--- src/rtl/core/brb_pkg.sv ---
// Shared types and constants for the byte ring buffer with peek and consume.
package brb_pkg;

    // Field widths fixed by the command and result formats
    localparam int DATA_W   = 64;
    localparam int LEN_W    = 7;
    localparam int OFF_W    = 12;
    localparam int CNT_W    = 7;
    localparam int NBYTES_W = 4;
    localparam int LEVEL_W  = 12;

    typedef enum logic [1:0] {
        CMD_PUSH    = 2'd0,
        CMD_PEEK    = 2'd1,
        CMD_CONSUME = 2'd2,
        CMD_NONE    = 2'd3
    } cmd_code_t;

    typedef enum logic [1:0] {
        STAT_OK       = 2'd0,
        STAT_NO_ROOM  = 2'd1,
        STAT_TOO_LONG = 2'd2
    } status_t;

    typedef enum logic [2:0] {
        S_IDLE,
        S_PUSH,
        S_READ,
        S_EMIT_WORD,
        S_EMIT_ONE
    } state_t;

    typedef struct packed {
        cmd_code_t           cmd;
        logic [DATA_W-1:0]   push_data;
        logic [LEN_W-1:0]    length;
        logic [OFF_W-1:0]    offset;
        logic                want_data;
    } brb_cmd_t;

    typedef struct packed {
        status_t             status;
        logic [CNT_W-1:0]    count;
        logic [DATA_W-1:0]   read_data;
        logic [NBYTES_W-1:0] read_bytes;
        logic                last;
        logic [LEVEL_W-1:0]  used_bytes;
        logic [LEVEL_W-1:0]  free_bytes;
    } brb_res_t;

endpackage

--- src/rtl/core/brb_ctrl.sv ---
// Command sequencer: ring pointers, byte-serial push and read, result register.
module brb_ctrl #(
    parameter int MAX_REQ    = 64,
    parameter int LANE_BYTES = 8,
    parameter int AW         = 12
) (
    input  logic              aclk,
    input  logic              aresetn,
    input  logic              cmd_valid,
    output logic              cmd_ready,
    input  brb_pkg::brb_cmd_t cmd_in,
    output logic              res_valid,
    input  logic              res_ready,
    output brb_pkg::brb_res_t res_out,
    output logic              ram_we,
    output logic              ram_re,
    output logic [AW-1:0]     ram_addr,
    output logic [7:0]        ram_wdata,
    input  logic [7:0]        ram_rdata
);

    import brb_pkg::*;

    localparam int CW  = ((AW > OFF_W) ? AW : OFF_W) + 1;
    localparam int LCW = $clog2(LANE_BYTES + 1);

    state_t                  state_reg, state_next;
    logic [AW-1:0]           head_reg, head_next;
    logic [AW-1:0]           tail_reg, tail_next;
    logic [AW-1:0]           addr_reg, addr_next;
    logic [AW-1:0]           addr_inc;
    logic [DATA_W-1:0]       push_data_reg, push_data_next;
    logic [LCW-1:0]          plen_reg, plen_next;
    logic [LCW-1:0]          lane_iss_reg, lane_iss_next;
    logic [LCW-1:0]          lane_cap_reg, lane_cap_next;
    logic                    pend_reg, pend_next;
    logic [DATA_W-1:0]       word_reg, word_next;
    logic [CNT_W-1:0]        remain_reg, remain_next;
    logic [CNT_W-1:0]        count_reg, count_next;
    status_t                 status_reg, status_next;
    logic                    m_valid_reg, m_valid_next;
    brb_res_t                res_reg, res_next;

    logic [AW-1:0]           used_aw;
    logic [AW-1:0]           free_aw;
    logic [CW-1:0]           len_w;
    logic [CW-1:0]           len_sat;
    logic [CW-1:0]           off_w;
    logic [CW-1:0]           used_w;
    logic [CW-1:0]           diff_w;
    logic [CW-1:0]           n_w;
    logic [AW-1:0]           start_aw;
    logic [CNT_W-1:0]        chunk;
    logic                    slot_free;
    logic                    word_last;
    logic [7:0]              push_byte;

    // Shared address incrementer for push writes and reads
    assign addr_inc  = addr_reg + AW'(1);
    assign used_aw   = tail_reg - head_reg;
    assign free_aw   = head_reg - tail_reg - AW'(1);
    assign slot_free = !m_valid_reg || res_ready;
    assign chunk     = (remain_reg > CNT_W'(LANE_BYTES)) ? CNT_W'(LANE_BYTES) : remain_reg;
    assign word_last = (remain_reg == chunk);

    assign cmd_ready = (state_reg == S_IDLE);
    assign res_valid = m_valid_reg;
    assign res_out   = res_reg;

    // Clip the read request against the fill level
    always_comb begin
        len_w   = CW'(cmd_in.length);
        len_sat = (len_w > CW'(MAX_REQ)) ? CW'(MAX_REQ) : len_w;
        off_w   = CW'(cmd_in.offset);
        used_w  = CW'(used_aw);
        diff_w  = used_w - off_w;
        if (cmd_in.cmd == CMD_PEEK) begin
            if (off_w >= used_w) begin
                n_w = '0;
            end else begin
                n_w = (diff_w > len_sat) ? len_sat : diff_w;
            end
            start_aw = head_reg + AW'(cmd_in.offset);
        end else begin
            n_w      = (used_w < len_sat) ? used_w : len_sat;
            start_aw = head_reg;
        end
    end

    // Pick the push byte for the current write step
    always_comb begin
        push_byte = '0;
        for (int l = 0; l < LANE_BYTES; l++) begin
            if (lane_iss_reg == LCW'(l)) begin
                push_byte = push_data_reg[8*l +: 8];
            end
        end
    end

    // Next state and datapath
    always_comb begin
        state_next     = state_reg;
        head_next      = head_reg;
        tail_next      = tail_reg;
        addr_next      = addr_reg;
        push_data_next = push_data_reg;
        plen_next      = plen_reg;
        lane_iss_next  = lane_iss_reg;
        lane_cap_next  = lane_cap_reg;
        pend_next      = 1'b0;
        word_next      = word_reg;
        remain_next    = remain_reg;
        count_next     = count_reg;
        status_next    = status_reg;
        m_valid_next   = m_valid_reg && !res_ready;
        res_next       = res_reg;
        ram_we         = 1'b0;
        ram_re         = 1'b0;
        ram_addr       = addr_reg;
        ram_wdata      = push_byte;

        unique case (state_reg)
            S_IDLE: begin
                if (cmd_valid) begin
                    status_next = STAT_OK;
                    count_next  = '0;
                    state_next  = S_EMIT_ONE;
                    unique case (cmd_in.cmd)
                        CMD_PUSH: begin
                            if (len_w > CW'(LANE_BYTES)) begin
                                status_next = STAT_TOO_LONG;
                            end else if (len_w > CW'(free_aw)) begin
                                status_next = STAT_NO_ROOM;
                            end else if (len_w != '0) begin
                                addr_next      = tail_reg;
                                push_data_next = cmd_in.push_data;
                                plen_next      = LCW'(cmd_in.length);
                                lane_iss_next  = '0;
                                state_next     = S_PUSH;
                            end
                        end
                        CMD_PEEK, CMD_CONSUME: begin
                            count_next = CNT_W'(n_w);
                            if (cmd_in.cmd == CMD_CONSUME) begin
                                head_next = head_reg + AW'(n_w);
                            end
                            if (cmd_in.want_data && (n_w != '0)) begin
                                remain_next   = CNT_W'(n_w);
                                addr_next     = start_aw;
                                lane_iss_next = '0;
                                lane_cap_next = '0;
                                word_next     = '0;
                                state_next    = S_READ;
                            end
                        end
                        default: begin
                        end
                    endcase
                end
            end
            S_PUSH: begin
                // Write one byte and advance the tail
                ram_we        = 1'b1;
                addr_next     = addr_inc;
                tail_next     = addr_inc;
                lane_iss_next = lane_iss_reg + LCW'(1);
                if (lane_iss_reg + LCW'(1) == plen_reg) begin
                    state_next = S_EMIT_ONE;
                end
            end
            S_READ: begin
                // Issue reads for the current word
                if (lane_iss_reg < LCW'(chunk)) begin
                    ram_re        = 1'b1;
                    addr_next     = addr_inc;
                    lane_iss_next = lane_iss_reg + LCW'(1);
                    pend_next     = 1'b1;
                end
                // Capture the byte read in the previous cycle
                if (pend_reg) begin
                    for (int l = 0; l < LANE_BYTES; l++) begin
                        if (lane_cap_reg == LCW'(l)) begin
                            word_next[8*l +: 8] = ram_rdata;
                        end
                    end
                    lane_cap_next = lane_cap_reg + LCW'(1);
                    if (lane_cap_reg + LCW'(1) == LCW'(chunk)) begin
                        state_next = S_EMIT_WORD;
                    end
                end
            end
            S_EMIT_WORD: begin
                if (slot_free) begin
                    m_valid_next        = 1'b1;
                    res_next.status     = STAT_OK;
                    res_next.count      = count_reg;
                    res_next.read_data  = word_reg;
                    res_next.read_bytes = NBYTES_W'(chunk);
                    res_next.last       = word_last;
                    res_next.used_bytes = LEVEL_W'(used_aw);
                    res_next.free_bytes = LEVEL_W'(free_aw);
                    remain_next         = remain_reg - chunk;
                    lane_iss_next       = '0;
                    lane_cap_next       = '0;
                    word_next           = '0;
                    state_next          = word_last ? S_IDLE : S_READ;
                end
            end
            S_EMIT_ONE: begin
                if (slot_free) begin
                    m_valid_next        = 1'b1;
                    res_next.status     = status_reg;
                    res_next.count      = count_reg;
                    res_next.read_data  = '0;
                    res_next.read_bytes = '0;
                    res_next.last       = 1'b1;
                    res_next.used_bytes = LEVEL_W'(used_aw);
                    res_next.free_bytes = LEVEL_W'(free_aw);
                    state_next          = S_IDLE;
                end
            end
            default: begin
                state_next = S_IDLE;
            end
        endcase
    end

    // Control registers
    always_ff @(posedge aclk) begin
        if (!aresetn) begin
            state_reg   <= S_IDLE;
            head_reg    <= '0;
            tail_reg    <= '0;
            m_valid_reg <= 1'b0;
            pend_reg    <= 1'b0;
        end else begin
            state_reg   <= state_next;
            head_reg    <= head_next;
            tail_reg    <= tail_next;
            m_valid_reg <= m_valid_next;
            pend_reg    <= pend_next;
        end
    end

    // Payload registers
    always_ff @(posedge aclk) begin
        addr_reg      <= addr_next;
        push_data_reg <= push_data_next;
        plen_reg      <= plen_next;
        lane_iss_reg  <= lane_iss_next;
        lane_cap_reg  <= lane_cap_next;
        word_reg      <= word_next;
        remain_reg    <= remain_next;
        count_reg     <= count_next;
        status_reg    <= status_next;
        res_reg       <= res_next;
    end

endmodule

--- config.mk ---
export PLATFORM = sky130hd
export DESIGN_NAME = brb_ctrl
export DESIGN_NICKNAME = d
export VERILOG_FILES = /design/src/rtl/core/brb_pkg.sv /design/src/rtl/core/brb_ctrl.sv
export SDC_FILE = /design/constraint.sdc
export NUM_CORES = 1
export LEC_CHECK = 0
export ABC_AREA = 0
export BUFFER_PORTS_ARGS = -buffer_cell sky130_fd_sc_hd__buf_2
export CAP_MARGIN = 20
export CORE_ASPECT_RATIO = 1.75
export CORE_MARGIN = 2
export CORE_UTILIZATION = 35
export DETAILED_ROUTE_END_ITERATION = 10
export SLEW_MARGIN = 10
export SYNTH_ARGS = -nofsm -noshare
export SYNTH_HDL_FRONTEND = slang
export SYNTH_SLANG_ARGS = --single-unit
--- constraint.sdc ---
create_clock -name aclk -period 6.8 [get_ports aclk]
set_clock_uncertainty 0.15 [all_clocks]
set_input_delay 0.34 -clock aclk [delete_from_list [all_inputs] [get_ports aclk]]
set_output_delay 0.34 -clock aclk [all_outputs]
set_load 0.01 [all_outputs]
# ---- Yosys cells after proc, flatten, opt, wreduce, memory -nomap -nowiden
# Index checks and enable logic that the tools add are counted.
dict set report totals {
  output_inout_bits 126
  in_bits 98
  ff_bits 299
}
dict set report op_classes {
  n_eq_ne 45
  add_sub_neg 10
  reduce_logical 36
  mux 78
  n_bitwise 3
  n_lt_le_gt_ge 8
}
# cell count
set ops {}
lappend ops {{64-bit two-way mux} 5}
lappend ops {{102-bit two-way mux} 2}
lappend ops {{102-bit case mux with 2 select lines} 1}
lappend ops {{64-bit case mux with 3 select lines} 1}
lappend ops {{8-bit two-way mux} 16}
lappend ops {{12-bit two-way mux} 8}
lappend ops {{7-bit AND reduction} 8}
lappend ops {{7-bit two-way mux} 6}
lappend ops {{4-bit two-way mux} 10}
lappend ops {{13-bit two-way mux} 3}
lappend ops {{12-bit case mux with 3 select lines} 1}
lappend ops {{4-bit by 3-bit == test with 1-bit output, second input constant} 8}
lappend ops {{3-bit two-way mux} 10}
lappend ops {{2-bit != test, second input constant} 15}
lappend ops {{13-bit nonzero test} 2}
lappend ops {{12-bit adder} 2}
lappend ops {{12-bit case mux with 2 select lines} 1}
lappend ops {{12-bit subtractor} 2}
lappend ops {{6-bit AND reduction} 3}
lappend ops {{4-bit by 2-bit == test with 1-bit output, second input constant} 4}
lappend ops {{4-bit case mux with 4 select lines} 1}
lappend ops {{3-bit case mux with 5 select lines} 1}
lappend ops {{7-bit by 4-bit greater-than comparator with 1-bit output, second input constant} 2}
lappend ops {{7-bit case mux with 2 select lines} 1}
lappend ops {{other kinds (44)} 67}

# ---- Logic depth before layout (Yosys ltp)
# Gate-level depths: netlist (run 1).
dict set report depth {
  ltp_word 12
  mapped_depth 36
  depth_no_buf 36
}

# ---- Least setup slack after synthesis (run 1)
# No wires, ideal clock.
dict set report synth_path {
  path_type {reg2reg}
  from {register state_reg[0]}
  to {register res_reg, in the netlist res_out[0] (enable)}
  setup_time_ps 596
  required_time_ps 6054
  slack_ps 98
  stages_incl_launch_ff 6
  synth_period_minus_slack_ps 6702
  arrival_time_ps 5956
  path_buffers 2
  cell_sequence {dfxtp_1 -> clkbuf_1 -> nor2_1 -> nand2_1 -> clkbuf_1 -> a21oi_1}
}
dict set report synth_via {
  elab_chain_cells 3
  word_cells_on_any_way 6
  classes_between {eq/ne (4); reduce/logical (2)}
}
# item line_no
set synth_lines {}
lappend synth_lines {{start: declaration} brb_ctrl.sv:27} ;# state_t state_reg, state_next;
lappend synth_lines {{start signal: assignment} brb_ctrl.sv:237} ;# state_reg <= state_next;
lappend synth_lines {{3-bit by 2-bit == test with 1-bit output or 3-bit == test (tied branches)} brb_ctrl.sv:122} ;# unique case (state_reg)
lappend synth_lines {{2-bit != test (no source line) or 2-bit nonzero test (tied branches)} --}
lappend synth_lines {{3-bit AND reduction (no source line) *} --}
lappend synth_lines {{end signal: assignment} brb_ctrl.sv:256} ;# res_reg <= res_next;
lappend synth_lines {{end: declaration} brb_ctrl.sv:42} ;# brb_res_t res_reg, res_next;
# Every way passes the cells marked *; elsewhere a longest branch is shown, timed or not.
# A chain may end at the register's enable or synchronous reset.

# ---- Final worst setup path (run 1)
dict set report layout_path {
  from {register tail_reg[0]}
  to {register head_reg[11]}
}
dict set report layout_via {
  elab_chain_cells 7
  word_cells_on_any_way 10
  classes_between {add/sub (3); order compare (3); mux (4)}
}
# item line_no
set layout_lines {}
lappend layout_lines {{start: declaration} brb_ctrl.sv:29} ;# logic [AW-1:0] tail_reg, tail_next;
lappend layout_lines {{start signal: assignment} brb_ctrl.sv:239} ;# tail_reg <= tail_next;
lappend layout_lines {{12-bit subtractor *} brb_ctrl.sv:60} ;# assign used_aw = tail_reg - head_reg;
lappend layout_lines {{12-bit by 12-bit subtractor with 13-bit output} brb_ctrl.sv:76} ;# diff_w = used_w - off_w;
lappend layout_lines {{13-bit by 7-bit greater-than comparator with 1-bit output} brb_ctrl.sv:81} ;# n_w = (diff_w > len_sat) ? len_sat : diff_w;
lappend layout_lines {{13-bit two-way mux} brb_ctrl.sv:81}
lappend layout_lines {{13-bit two-way mux} brb_ctrl.sv:78} ;# if (off_w >= used_w) begin
lappend layout_lines {{13-bit two-way mux *} brb_ctrl.sv:77} ;# if (cmd_in.cmd == CMD_PEEK) begin
lappend layout_lines {{via n_w[1]} brb_ctrl.sv:51} ;# logic [CW-1:0] n_w;
lappend layout_lines {{12-bit adder *} brb_ctrl.sv:145} ;# head_next = head_reg + AW'(n_w);
lappend layout_lines {{end signal: assignment} brb_ctrl.sv:238} ;# head_reg <= head_next;
lappend layout_lines {{end: declaration} brb_ctrl.sv:28} ;# logic [AW-1:0] head_reg, head_next;
# The timed path passes the listed nets; every way through them passes the cells marked *.

==> results.cfg, run 1 <==
[final_layout]
fin_cells = 2235
post_route_cells_drive_above_1_share = 0.235
syn_to_final_growth_pct = 24.7
net_count_reported_at_finish = 1840
largest_register_ffs = 102
fin_util = 0.442
finish.instance_area_mm2 = 0.0192

[floorplan]
io_pins = 224
rows = 101
core_area_mm2 = 0.0435
fp.dieH_um = 281
die_x_um = 163
design.die.area_mm2 = 0.0457
start_util = 0.354

[detailed_routing]
drt_drc_violations_left = 0
routed_wire_length_per_instance_um = 19.0
first_iter_violations = 591
postRouteAntennaNets = 0
routed_via_density = 5.08
via_count = 11343
routed_wl_um = 42500
detail_route.first_pass.iterations = 5

[synth]
syn-mean-instance-area_um2 = 11.7
ffs_w_async_s_r_synth = 0
ys.warnings.count = 0
post-synth-top-count-cell = edfxtp_1
synth.area.top_cells = edfxtp_1, ha_1, dfxtp_1
synth-seq-area-share = 0.564
synth-edff-count = 270
post_synth_inst_count = 1315
post-synth-top-area-cell = edfxtp_1
yosys.cell_types.count = 85
ys.flop_type = edfxtp_1
synth_top_cells_by_count = edfxtp_1, a21oi_1, nor2_1, ha_1, and2_1
syn_area_mm2 = 0.0154
synth_top_area_frac = 0.527
ys_seq_elements = 299

[clocking]
clock-sinks = 299
clk_path_buf_depth = 3
clkLatencyLatePin_ns = 0.57
cts_made_buffers = 28
ctsHtreeMaxLevel = 1
ctsRootBufferMaster = clkbuf_16
clk_pin_slew_ns = 0.07
cts_tree = yes

[pwr]
fin_total_pwr_mw = 8.23
cellLeakagePower_nw = 7.72
maximum_vdd_drop_mv = 0.317
pwr_cell_area_mw_per_mm2 = 429

[sta]
finalSetupViolCount = 0
achievable-frequency_mhz = 154
hold_vio_cnt_final = 0
slew-limit-headroom = 0.370
period_minus_slack_ns = 6.51
worst-slew-pin-transition_ns = 0.941
timing.final.ws_setup_ns = 0.290
fin_crit_sh = 0.957
slew_violations = 0
tns_ns = 0
finalHoldWorstSlack_ns = 0.0846

[placed_design]
pre_cts_slack_ns = 0.0111
post-place-cells = 2103
hpwl_detailed_um = 32400
dpl-instance-area_mm2 = 0.0174
gp_routability_congestion = 0.875
io_buffer_count = 223

[setup_path]
critPathRequiredTime_ns = 7.11
critical_path_peak_fanout = 5
setup.reg_to_reg.worst_slack_ns = 0.29
reg_to_reg_startpoint = tail_reg[0]
crit_slowest_cell = fa_2
arr_time_crit_path_ns = 6.82
worst_setup_path_startpoint = tail_reg[0]
critical_path.endpoint = head_reg[11]
timing.critical_path.from_type = flip-flop
critPathMostFrequentCell = ha_1
critical_path_class = reg2reg
cp_slowest_stage_delay_ns = 0.41
crit-reg2reg-capture = head_reg[11]
endpoint_kind = flip-flop
r2r_cells = 34

[grt]
global_route_usage_over_all_layers = 0.182
grt_pass1_vias = 11477
gr_overflow_total = 0
initial_antenna_violation_count = 2
grt_max_degree = 76
grt_first_pass_wirelength_um = 63900

[hold_path]
worstHoldPathType = in2reg

[status]
run_status = completed

[run]
max-cap-violations = 0
[report_power, final]
| part | switching, mW | internal (mW) | leakage [nW] | total (mW) |
|---|---|---|---|---|
| clock | 0.728 | 0.834 | 0.442 | 1.56 |
| combinational | 2.34 | 1.60 | 4.57 | 3.95 |
| sequential | 0.194 | 2.53 | 2.71 | 2.72 |
[placed cells by master (no fill, tap or decap), drive strengths merged, types with 22 or more instances in the layout]
master,count
buf,284
xnor2,33
nor2,95
a21oi,98
edfxtp,270
clkbuf,30
dfxtp,29
o21ai,66
nand2,74
inv,84
mux2i,25
and3,22
and2,81
nand3,26
xor2,23
dlygate4sd3,68
ha,92
[critical path: cells and delay by family, from the launching register on]
| family | cells | cell delay (ns) |
|---|---|---|
| buffers and inverters | 3 | 0.30 |
| and+or+nand+nor | 8 | 1.19 |
| DFF | 1 | 0.33 |
| xor gates and xnor gates | 3 | 0.39 |
| AOI/OAI and AO/OA | 14 | 2.45 |
| muxes | 1 | 0.16 |
| adders and majority gates | 5 | 1.44 |
[kinds of logic (layout without fill, tap and decap cells)]
kind of cell             after synthesis  in the layout  share of synthesized area
AO/OA/AOI/OAI                        317            317                      0.137
XOR/XNOR                              56             56                     0.0319
adder cells (fa/ha/maj)               96             96                     0.0800
buffers and inverters                132            482                     0.0374
flip-flops                           299            299                      0.564
multiplexers                          26             26                     0.0170
other                                  2              6                   0.000488
AND/OR/NAND/NOR                      387            387                      0.132
[timing repair]
item / 4_1_cts / 5_1_grt
gates resized for setup: 1 / 33
buffers inserted: 0 / 10
setup endpoints to repair: 1 / 6
pin swaps: 0 / 25
hold buffers: 68 / 0
hold endpoints to repair: 68 / 0
[metal layers]
| layer | vias up | routed length, um | global-route usage |
|---|---|---|---|
| li1 | 5466 | - | - |
| met1 | 5416 | 14900 | 0.181 |
| met2 | 344 | 23900 | 0.369 |
| met3 | 115 | 1500 | 0.0181 |
| met4 | 2 | 2260 | 0.0892 |
| met5 | - | 13 | 0 |
[worst min-delay path by stage]
stage              endpoint  depth (start not counted)  slack [ns]          from
3_3_place_gp    res_out[97]                          0        0.26  count_reg[4]
2_1_floorplan   res_out[93]                          0        0.25  count_reg[0]
5_1_grt        state_reg[2]                          4        0.08     cmd_in[0]
3_5_place_dp    res_out[94]                          0        0.26  count_reg[1]
4_1_cts        state_reg[2]                          4        0.04     cmd_in[0]
6_report       state_reg[2]                          4        0.08     cmd_in[0]
[final cells by class]
type	instances	area (um2)
Inverter	78	293
Multi-Input combinational cell	887	6290
Antenna cell	1	2.50
Tap cell	566	708
Clock buffer	30	729
Clock inverter	22	183
Timing Repair Buffer	352	2300
Fill cell	4112	24300
Sequential cell	299	8690
Power figures use the tool's default switching activity.
==> run 2: changes to the inputs <==
--- a/config.mk
+++ b/config.mk
@@ -10,5 +10,4 @@
 export CAP_MARGIN = 20
 export CORE_ASPECT_RATIO = 1.75
-export CORE_MARGIN = 2
 export CORE_UTILIZATION = 35
 export DETAILED_ROUTE_END_ITERATION = 10
==> constraint.sdc (replaced) <==
create_clock -name aclk -period 6.8 [get_ports aclk]
set_clock_uncertainty 0.15 [all_clocks]
set_input_delay 1.02 -clock aclk [delete_from_list [all_inputs] [get_ports aclk]]
set_output_delay 1.02 -clock aclk [all_outputs]
set_load 0.01 [all_outputs]
==> run 2 against run 1 <==
Against the previous run: global-route usage about the same; register-to-register slack gained 0.04 ns; critical path depth down 2; first-iteration DRC count decreased by 1.7%; sequential cell count unchanged; routed wire length fell by 3.6%; hold slack better by 0.18 ns; via count shrank 4.7%; critical endpoint unchanged; largest cell class unchanged.
==> results.cfg, run 2 (synthesis gave the netlist of run 1 again) <==
[placed_design]
io_buffer_count = 223
hpwl_detailed_um = 31800
gp_routability_congestion = 0.884
dpl-instance-area_mm2 = 0.0173

[final_layout]
final_common_cell = edfxtp_1
syn_to_final_growth_pct = 19.2
net_count_reported_at_finish = 1761
finish.instance_area_mm2 = 0.0184
largest_register_ffs = 102
post_route_cells_drive_above_1_share = 0.231
top_library_cells_by_usage_in_the_layout_fill_and_taps_aside = edfxtp_1, buf_2, nor2_1

[detailed_routing]
routed_wl_um = 41000
via_count = 10806
detail_route.first_pass.iterations = 5
routed_wire_length_per_instance_um = 19.0
drt_drc_violations_left = 0
routed_via_density = 5.01
first_iter_violations = 581
postRouteAntennaNets = 0

[pwr]
pwr_cell_area_mw_per_mm2 = 440
p_comb_frac = 0.465
pwr-share-clk = 0.197
fin_total_pwr_mw = 8.08
switching_power_mw = 3.14
cellLeakagePower_nw = 7.40
switching_share = 0.389
maximum_vdd_drop_mv = 0.424
power.sequential.fraction = 0.338
internal_power_mw = 4.94

[setup_path]
arr_time_crit_path_ns = 6.78
r2r_cells = 32
timing.critical_path.from_type = flip-flop
critPathRequiredTime_ns = 7.12
timing.critical_path.depth = 32
critPathTopFamily = compound AO/OA/AOI/OAI gates
crit-reg2reg-capture = head_reg[11]
critical_path_buf_inv_count = 5
critPathMostFrequentCell = ha_1
endpoint_kind = flip-flop
reg_to_reg_startpoint = tail_reg[0]
cp_slowest_stage_delay_ns = 0.39
critical_path_class = reg2reg
crit_slowest_cell = fa_2
setup.reg_to_reg.worst_slack_ns = 0.33
critical_path_peak_fanout = 6

[floorplan]
fp.dieH_um = 279
rows = 101
io_pins = 224
start_util = 0.355
core_area_mm2 = 0.0433
design.die.area_mm2 = 0.0449
die_x_um = 161

[grt]
groute.layer.met2.usage = 0.372
grt_pass1_vias = 10897
grt_max_degree = 70
initial_antenna_violation_count = 4
top_usage_layer = met2
gr_overflow_total = 0
global_route_usage_over_all_layers = 0.182
globalRouteMet3Util = 0.0167
grt_first_pass_wirelength_um = 61900
met1_usage = 0.178

[status]
run_status = completed

[clocking]
cts_made_buffers = 28
clk_path_buf_depth = 3
cts_tree = yes
clk_pin_slew_ns = 0.07
ctsHtreeMaxLevel = 1
ctsRootBufferMaster = clkbuf_16
clkLatencyLatePin_ns = 0.57
clock-sinks = 299

[hold_path]
worst_hold_path.num_cells = 0
worstHoldStart = count_reg[5]
worstHoldPathType = reg2reg
worst_hold_path.endpoint = res_out[98]

[run]
max-cap-violations = 0

[sta]
tns_ns = 0
slew_violations = 0
slew-limit-headroom = 0.414
achievable-frequency_mhz = 155
finalHoldWorstSlack_ns = 0.267
worst-slew-pin-transition_ns = 0.879
finalSetupViolCount = 0
period_minus_slack_ns = 6.47
fin_crit_sh = 0.951
hold_vio_cnt_final = 0
run 2: worst max path at each step:
stage,start,to,slack [ns]
floorplan,head_reg[0],head_reg[11],0.37
global placement,tail_reg[0],head_reg[11],0.21
detailed placement,tail_reg[0],head_reg[10],0.09
CTS,tail_reg[0],head_reg[11],0.06
global route,tail_reg[0],head_reg[10],-0.01
finish,tail_reg[0],head_reg[11],0.33
run 2: stage by stage:
stage          std cells  setup slack, ns   util
2_1_floorplan       1318            0.373      -
3_3_place_gp        2095            0.205  0.399
3_5_place_dp        2095           0.0920  0.399
4_1_cts             2147           0.0593  0.420
5_1_grt             2158          -0.0128  0.423
6_report            2158            0.334  0.423
run 2: final cells by class:
type,count,area (um2)
clock buffer,34,744
inverter,78,293
fill,4140,25000
multi-input combinational,887,6240
sequential,299,8690
clock inverter,18,178
tap,566,708
timing repair buffer,273,1490
antenna,3,7.51
run 2: power groups by stage:
stage	Sequential (mW)	Clock [mW]	Combinational, mW
after floorplan	2.80	0	2.40
after global routing	2.77	1.70	4.12
after detailed placement	2.77	0	3.68
final	2.73	1.59	3.76
after CTS	2.74	1.64	3.71
after global placement	2.77	0	3.68
run 2: worst register-to-register path: cells and delay by family, from the launching register on:
family	cells	cell delay (ns)
compound gates	12	2.21
xor+xnor	3	0.42
fa+ha+maj	5	1.52
buf+inv	5	0.55
flops	1	0.34
mux	1	0.13
simple gates	6	1.04
run 2: timing repair:
action | CTS | global route
hold buffers | 0 | 0
setup endpoints to repair | 0 | 5
resized for setup | 0 | 26
buffers inserted | 0 | 8
run 2: routing by layer:
layer / vias up / part of all wire
met5: - / 0.00020
met4: 2 / 0.044
met3: 85 / 0.029
met2: 264 / 0.57
met1: 5144 / 0.35
li1: 5311 / -
